===== config.mk =====
export PLATFORM = sky130hd
export DESIGN_NAME = rgb565_to_yuv420_semiplanar_top
export DESIGN_NICKNAME = d
export VERILOG_FILES = /design/src/design/r565yuv_pkg.sv /design/src/design/rgb565_to_yuv420_semiplanar_top.sv
export VERILOG_INCLUDE_DIRS = /design/src /design/src/design
export SDC_FILE = /design/constraint.sdc
export NUM_CORES = 1
export LEC_CHECK = 0
export BUFFER_PORTS_ARGS = -buffer_cell sky130_fd_sc_hd__buf_2
export CAP_MARGIN = 0
export CORE_UTILIZATION = 40
export DETAILED_ROUTE_END_ITERATION = 6
export PLACE_DENSITY = 0.57
export SYNTH_ARGS = -nofsm -noshare
export SYNTH_HDL_FRONTEND = slang
export SYNTH_SLANG_ARGS = --single-unit

===== constraint.sdc =====
create_clock -name clk -period 11.4 [get_ports clk]
set_clock_uncertainty 0.1 [all_clocks]
set_input_delay 1.71 -clock clk [delete_from_list [all_inputs] [get_ports clk]]
set_output_delay 1.71 -clock clk [all_outputs]
set_load 0.05 [all_outputs]

===== src/design/assert_macros.svh =====
// Assertion helpers used by the converter's top-level design file.
`ifndef ASSERT_MACROS_SVH
`define ASSERT_MACROS_SVH

// Clocked assertion, switched off while reset is active.
`define ASSERT_CLK(label, clk, rst_n, prop, msg) \
    label: assert property (@(posedge clk) disable iff (!rst_n) (prop)) else $error(msg);

// Clocked assertion that is also checked during reset.
`define ASSERT_ALWAYS(label, clk, prop, msg) \
    label: assert property (@(posedge clk) (prop)) else $error(msg);

`endif


===== src/design/r565yuv_pkg.sv =====
package r565yuv_pkg;

    // Fixed field widths.
    localparam int PIXEL_W = 16;
    localparam int BYTE_W  = 8;
    localparam int CFG_W   = 13;
    localparam int APB_W   = 32;
    localparam int ADDR_W  = 3;

    // Register indexes, taken from paddr[2].
    localparam logic REG_FRAME_WIDTH  = 1'b0;
    localparam logic REG_FRAME_HEIGHT = 1'b1;

    // Reset sizes.
    localparam logic [CFG_W-1:0] FRAME_WIDTH_RST  = 13'd640;
    localparam logic [CFG_W-1:0] FRAME_HEIGHT_RST = 13'd480;

    // Signed accumulator for the weighted sums.
    typedef logic signed [18:0] acc_t;

    // Weights over 256.
    localparam acc_t W_Y_R  = 19'sd77;
    localparam acc_t W_Y_G  = 19'sd150;
    localparam acc_t W_Y_B  = 19'sd29;
    localparam acc_t W_CR_R = 19'sd131;
    localparam acc_t W_CR_G = 19'sd110;
    localparam acc_t W_CR_B = 19'sd21;
    localparam acc_t W_CB_R = 19'sd29;
    localparam acc_t W_CB_G = 19'sd87;
    localparam acc_t W_CB_B = 19'sd131;
    localparam acc_t CHROMA_OFFSET = 19'sd32768;

    // Word held between the input register and the result register.
    typedef struct packed {
        logic [PIXEL_W-1:0] pixel;
        logic               chroma_en;
        logic               last;
    } stage_t;

    // Floor by 256 and clamp to a byte; negative sums give zero.
    function automatic logic [BYTE_W-1:0] clamp_byte(input acc_t sum);
        logic [10:0] q;
        q = sum[18:8];
        if (sum < 0)
            return '0;
        else if (q > 11'd255)
            return 8'd255;
        else
            return q[BYTE_W-1:0];
    endfunction

endpackage


===== src/design/rgb565_to_yuv420_semiplanar_top.sv =====
// RGB565 to YUV 4:2:0 semiplanar converter, chroma in V-then-U order.
// Input channel: in_valid / in_stall with one RGB565 pixel per word, raster order.
// Output channel: out_valid / out_stall; every pixel gives one word with its luma
// byte, and at even rows and even columns also a chroma pair (chroma_valid high,
// chroma_red then chroma_blue, taken from that pixel alone). frame_last marks the
// final pixel of the frame set by frame_width and frame_height (APB registers at
// byte addresses 0 and 4, sizes of 0 act as 1, above MAX_DIM as MAX_DIM).
// Pipeline: one input register that also captures position flags derived from the
// column and row counters, and one result register after the weighted sums and
// clamps, which drives out_valid. Throughput is one pixel per cycle while the
// receiver does not stall. When the receiver stalls, the result register holds
// and the input register fills; in_stall rises only when both are full and the
// output is stalled. Reset clears both pipeline stages and the counters and
// restores the sizes to 640 by 480. Sizes are to be written by the user only
// while the pipeline is empty; the block itself does not enforce this.
`include "assert_macros.svh"

module rgb565_to_yuv420_semiplanar_top
    import r565yuv_pkg::*;
#(
    parameter int MAX_DIM = 4096
)
(
    input  logic                clk,
    input  logic                rst_n,
    // Pixel input
    input  logic                in_valid,
    output logic                in_stall,
    input  logic [PIXEL_W-1:0]  pixel,
    // Result output
    output logic                out_valid,
    input  logic                out_stall,
    output logic [BYTE_W-1:0]   luma,
    output logic                chroma_valid,
    output logic [BYTE_W-1:0]   chroma_red,
    output logic [BYTE_W-1:0]   chroma_blue,
    output logic                frame_last,
    // Configuration
    input  logic                psel,
    input  logic                penable,
    input  logic                pwrite,
    input  logic [ADDR_W-1:0]   paddr,
    input  logic [APB_W-1:0]    pwdata,
    output logic [APB_W-1:0]    prdata,
    output logic                pready
);

    localparam int CNT_W = (MAX_DIM > 2) ? $clog2(MAX_DIM) : 1;
    localparam int DIM_W = $clog2(MAX_DIM + 1);
    localparam int SZ_W  = (DIM_W > CFG_W) ? DIM_W : CFG_W;
    localparam logic [SZ_W-1:0] MAX_SZ = SZ_W'(MAX_DIM);

    logic [CFG_W-1:0] frame_width_reg;
    logic [CFG_W-1:0] frame_height_reg;
    logic [CNT_W-1:0] col_cnt_reg, col_cnt_next;
    logic [CNT_W-1:0] row_cnt_reg, row_cnt_next;
    logic [SZ_W-1:0]  width_eff, height_eff;
    logic [SZ_W-1:0]  col_inc, row_inc;
    logic             last_col, last_row;

    logic             s1_valid_reg;
    stage_t           s1_reg;
    logic             out_valid_reg;
    logic [BYTE_W-1:0] luma_reg, chroma_red_reg, chroma_blue_reg;
    logic             chroma_valid_reg, frame_last_reg;

    logic             s2_ready, s1_ready, in_accept, cfg_write;

    // Register writes and reads.
    assign pready    = 1'b1;
    assign cfg_write = psel && penable && pwrite && pready;

    always_ff @(posedge clk or negedge rst_n)
    begin
        if (!rst_n)
        begin
            frame_width_reg  <= FRAME_WIDTH_RST;
            frame_height_reg <= FRAME_HEIGHT_RST;
        end
        else if (cfg_write)
        begin
            unique case (paddr[2])
                REG_FRAME_WIDTH:  frame_width_reg  <= pwdata[CFG_W-1:0];
                REG_FRAME_HEIGHT: frame_height_reg <= pwdata[CFG_W-1:0];
                default:          ;
            endcase
        end
    end

    always_comb
    begin
        unique case (paddr[2])
            REG_FRAME_WIDTH:  prdata = APB_W'(frame_width_reg);
            REG_FRAME_HEIGHT: prdata = APB_W'(frame_height_reg);
            default:          prdata = '0;
        endcase
    end

    // Effective frame size: zero acts as one, oversize as MAX_DIM.
    always_comb
    begin
        width_eff  = SZ_W'(frame_width_reg);
        height_eff = SZ_W'(frame_height_reg);
        if (frame_width_reg == '0)
            width_eff = SZ_W'(1);
        else if (width_eff > MAX_SZ)
            width_eff = MAX_SZ;
        if (frame_height_reg == '0)
            height_eff = SZ_W'(1);
        else if (height_eff > MAX_SZ)
            height_eff = MAX_SZ;
    end

    // Handshake: the result register frees when taken, the input register
    // frees when it moves on.
    assign s2_ready  = !out_valid_reg || !out_stall;
    assign s1_ready  = !s1_valid_reg || s2_ready;
    assign in_stall  = !s1_ready;
    assign in_accept = in_valid && s1_ready;

    // Column and row position of the accepted pixel.
    assign col_inc  = SZ_W'(col_cnt_reg) + SZ_W'(1);
    assign row_inc  = SZ_W'(row_cnt_reg) + SZ_W'(1);
    assign last_col = col_inc >= width_eff;
    assign last_row = row_inc >= height_eff;

    always_comb
    begin
        col_cnt_next = col_cnt_reg;
        row_cnt_next = row_cnt_reg;
        if (last_col)
        begin
            col_cnt_next = '0;
            row_cnt_next = last_row ? '0 : row_inc[CNT_W-1:0];
        end
        else
        begin
            col_cnt_next = col_inc[CNT_W-1:0];
        end
    end

    always_ff @(posedge clk or negedge rst_n)
    begin
        if (!rst_n)
        begin
            col_cnt_reg <= '0;
            row_cnt_reg <= '0;
        end
        else if (in_accept)
        begin
            col_cnt_reg <= col_cnt_next;
            row_cnt_reg <= row_cnt_next;
        end
    end

    // Input register: the pixel and its position flags.
    always_ff @(posedge clk or negedge rst_n)
    begin
        if (!rst_n)
            s1_valid_reg <= 1'b0;
        else if (s1_ready)
            s1_valid_reg <= in_valid;
    end

    always_ff @(posedge clk)
    begin
        if (in_accept)
        begin
            s1_reg.pixel     <= pixel;
            s1_reg.chroma_en <= !col_cnt_reg[0] && !row_cnt_reg[0];
            s1_reg.last      <= last_col && last_row;
        end
    end

    // Widened components and weighted sums.
    acc_t r8, g8, b8;
    acc_t y_sum, cr_sum, cb_sum;

    always_comb
    begin
        r8 = acc_t'({s1_reg.pixel[15:11], 3'b000});
        g8 = acc_t'({s1_reg.pixel[10:5], 2'b00});
        b8 = acc_t'({s1_reg.pixel[4:0], 3'b000});
        y_sum  = W_Y_R * r8 + W_Y_G * g8 + W_Y_B * b8;
        cr_sum = W_CR_R * r8 - W_CR_G * g8 - W_CR_B * b8 + CHROMA_OFFSET;
        cb_sum = W_CB_B * b8 - W_CB_R * r8 - W_CB_G * g8 + CHROMA_OFFSET;
    end

    // Result register.
    always_ff @(posedge clk or negedge rst_n)
    begin
        if (!rst_n)
            out_valid_reg <= 1'b0;
        else if (s2_ready)
            out_valid_reg <= s1_valid_reg;
    end

    always_ff @(posedge clk)
    begin
        if (s2_ready && s1_valid_reg)
        begin
            luma_reg         <= clamp_byte(y_sum);
            chroma_valid_reg <= s1_reg.chroma_en;
            chroma_red_reg   <= s1_reg.chroma_en ? clamp_byte(cr_sum) : '0;
            chroma_blue_reg  <= s1_reg.chroma_en ? clamp_byte(cb_sum) : '0;
            frame_last_reg   <= s1_reg.last;
        end
    end

    assign out_valid    = out_valid_reg;
    assign luma         = luma_reg;
    assign chroma_valid = chroma_valid_reg;
    assign chroma_red   = chroma_red_reg;
    assign chroma_blue  = chroma_blue_reg;
    assign frame_last   = frame_last_reg;

    // Checks on the pipeline and counters.
    `ASSERT_CLK(a_no_chroma_zero, clk, rst_n,
        (out_valid && !chroma_valid) |-> (chroma_red == '0 && chroma_blue == '0),
        "chroma bytes not zero on a luma-only word")
    `ASSERT_CLK(a_row_end_wraps, clk, rst_n,
        (in_accept && last_col) |=> (col_cnt_reg == '0),
        "column counter did not wrap at the end of a row")
    `ASSERT_CLK(a_stage_holds, clk, rst_n,
        (s1_valid_reg && !s2_ready) |=> (s1_valid_reg && $stable(s1_reg)),
        "input register changed while the output was blocked")
    `ASSERT_ALWAYS(a_ready_apb, clk,
        pready,
        "pready dropped")

endmodule


==> flow_summary_export.csv <==
group,metric,value,unit
status,status,"finished clean",
die,die_y,171,um
clock_tree,numCtsBuffers,9,
die,rows,61,
die,num_io_pins,119,
cells_and_area,post-route-util,0.448,
global_route,antenna_found_initial,0,
logic_synthesis,ys_seq_area_frac,0.229,
clock_tree,clockRootBuffer,"clkbuf_16",
power_and_ir_drop,power.density,308,nW/um^2
critical_path,crit_top_cell,"ha_1",
cells_and_area,layout_common_cells,"ha_1, inv_1, nand2_1",
timing,rsz0062_at_grt,"no",
logic_synthesis,synthFlopType,"dfrtp_1",
die,coreArea,28000,sq um
timing,max_freq,151,MHz
power_and_ir_drop,leakage,6.27,nW
clock_tree,cts_tree,"done",
cells_and_area,final_common_cell,"ha_1",
logic_synthesis,syn_area_per_cell,9.68,sq um
clock_tree,clock_path_buffers,2,
detailed_routing,vias_per_cell,5.08,
logic_synthesis,synth-seq-cells,96,
placement,port_buffers,77,
clock_tree,clk_latency,0.38,ns
critical_path,worst-setup-path-type,"reg -> reg",
worst_hold_path,hp-class,"reg -> reg",
critical_path,critPathLaunchType,"register",
critical_path,cp-end-kind,"register",
global_route,grt_first_pass_wirelength,40.4,mm
die,initial_core_util,0.410,
clock_tree,cts.clk_slew.worst_paths,0.09,ns
job,drv_cap,0,
detailed_routing,vias,8344,
placement,gp_congestion,0.861,
clock_tree,htreeDepth,3,
cells_and_area,fillers,2738,
cells_and_area,n_antenna_cell,0,
placement,place.detailed.hpwl,19.9,mm
timing,tns,0,ns
timing,drv_slew,0,
timing,hold_violations,0,
logic_synthesis,yosys_warnings,0,
logic_synthesis,synth_area,11500,sq um
critical_path,path_max_fanout,8,
critical_path,path_cells,"ha_1 > ha_1 > fa_1 > inv_1 > fa_1 > ha_1 > o211a_1 > o31ai_1 > a21boi_0 > o21a_1 > o21ai_0 > nand2b_1 > a21oi_1 > xnor2_1 > ha_1 > ha_1 > and3_1 > a211o_1 > a211oi_1 > o221ai_1 > o21ai_1 > o21ai_1",
critical_path,cp.required,11.42,ns
global_route,overflow,0,
clock_tree,postCtsSetupRepairBufs,0,
critical_path,crit_path_max_incr_delay,0.61,ns
detailed_routing,wl,24.5,mm
logic_synthesis,yosys.cell_types.count,68,
timing,worst_pin_slew,1.08,ns
cells_and_area,drive_gt1_frac,0.122,
die,die-area,29400,sq um
power_and_ir_drop,peakVddDrop,0.151,mV
critical_path,critical_path_arrival,6.64,ns
timing,maxSlewHeadroom,0.275,
global_route,first_global_vias,8116,
timing,holdWs,0.329,ns
detailed_routing,dr.pass1.iters,4,
global_route,track_usage,0.177,
clock_tree,cts_resized,0,
die,die_w,171,um
clock_tree,cts.sinks,96,
detailed_routing,drtIter0Drc,443,
timing,period_needed,6.62,ns
critical_path,slowest_stage,"fa_1",
logic_synthesis,async_flop_share,0.542,
logic_synthesis,syn_inst,1185,
global_route,grt_start_max_net_pins,53,
detailed_routing,wl_per_cell,14.9,um
power_and_ir_drop,p_total,3.87,mW
clock_tree,cts_hold_buf,0,
detailed_routing,drc,0,
logic_synthesis,synth_edf_count,44,
timing,setup_viol_count_final,0,
cells_and_area,fin_nets,1603,
cells_and_area,syn_to_final_growth,9.45,%
timing,fin_crit_sh,0.581,
detailed_routing,final_antenna_net_count,0,
power by group:
part / internal [mW] / switching (mW)
Clock: 0.160 / 0.177
Combinational: 1.24 / 1.68
Sequential: 0.538 / 0.0749
cells by family after synthesis:
| group | share of synthesized area |
|---|---|
| and+or+nand+nor | 0.0978 |
| other | 0.000654 |
| muxes | 0.0382 |
| AOI/OAI and AO/OA | 0.145 |
| buffers and inverters | 0.0576 |
| xor gates and xnor gates | 0.0898 |
| DFF | 0.229 |
| adders and majority gates | 0.341 |
critical path: cells and delay by family, from the launching register on:
kind / cells / cell delay, ns
AND/OR/NAND/NOR: 2 / 0.24
adder cells (fa/ha/maj): 7 / 2.86
flip-flops: 1 / 0.57
XOR/XNOR: 1 / 0.18
AO/OA/AOI/OAI: 11 / 2.34
buffers and inverters: 1 / 0.06
synthesized netlist by cell type, types with 4 or more instances:
master | number | area share
ha_1 | 238 | 0.26
inv_1 | 121 | 0.040
nand2_1 | 90 | 0.029
a21oi_1 | 81 | 0.035
xnor2_1 | 76 | 0.058
fa_1 | 47 | 0.082
dfrtp_1 | 46 | 0.10
edfxtp_1 | 44 | 0.12
o21ai_0 | 43 | 0.019
mux2_2 | 38 | 0.037
xor2_1 | 38 | 0.029
nor2_1 | 34 | 0.011
a21o_1 | 27 | 0.018
nand3_1 | 24 | 0.010
buf_4 | 20 | 0.013
nand2b_1 | 19 | 0.010
o21ai_1 | 18 | 0.0079
and3_1 | 16 | 0.0087
o21bai_1 | 16 | 0.010
clkbuf_1 | 15 | 0.0049
o21a_1 | 15 | 0.0098
o31ai_1 | 13 | 0.0085
nor2b_1 | 12 | 0.0065
a31oi_1 | 10 | 0.0055
dfstp_2 | 6 | 0.014
nor3_1 | 6 | 0.0026
and2_1 | 4 | 0.0022
nand4_1 | 4 | 0.0022
nor4_1 | 4 | 0.0022
area by class of cell:
| type | instances | area [sq um] | share of cell area |
|---|---|---|---|
| Sequential cell | 96 | 2630 | 0.209 |
| Clock inverter | 7 | 93.8 | 0.00747 |
| Clock buffer | 9 | 225 | 0.0179 |
| Timing Repair Buffer | 81 | 415 | 0.0331 |
| Inverter | 121 | 454 | 0.0362 |
| Multi-Input combinational cell | 951 | 8270 | 0.658 |
| Tap cell | 378 | 473 | 0.0377 |
path summary, 6_finish.rpt:
| path | to | depth (start not counted) | slack [ns] | from |
|---|---|---|---|---|
| max in group asynchronous | row_cnt_reg[7]$_DFFE_PN0P_ | 2 | 9.39 | rst_n |
| worst min-delay path | frame_last$_DFFE_PP_ | 0 | 0.33 | s1_reg[0]$_DFFE_PP_ |
| worst max register to register | chroma_red[3]$_SDFFCE_PP0P_ | 22 | 4.78 | g8[6]$_DFFE_PP_ |
| worst min register to register | frame_last$_DFFE_PP_ | 0 | 0.33 | s1_reg[0]$_DFFE_PP_ |
| worst max-delay path | chroma_red[3]$_SDFFCE_PP0P_ | 22 | 4.78 | g8[6]$_DFFE_PP_ |
| min in group asynchronous | row_cnt_reg[6]$_DFFE_PN0P_ | 2 | 1.35 | rst_n |
routing by layer:
layer / up-vias / wire length, um / global-route usage
met2: 85 / 10600 / 0.278
met3: 23 / 780 / 0.0306
met1: 3939 / 12600 / 0.247
li1: 4297 / - / -
met4: 0 / 403 / 0.0501
met5: - / 0 / 0
stage by stage:
step	std cells	setup slack [ns]	instance area [sq um]
floorplan	1203	5.39	11500
global placement	1627	4.85	12200
detailed placement	1627	4.81	12200
CTS	1643	4.76	12600
global route	1643	4.34	12600
finish	1643	4.78	12600
Note: power is estimated with default switching activity, not from simulation.
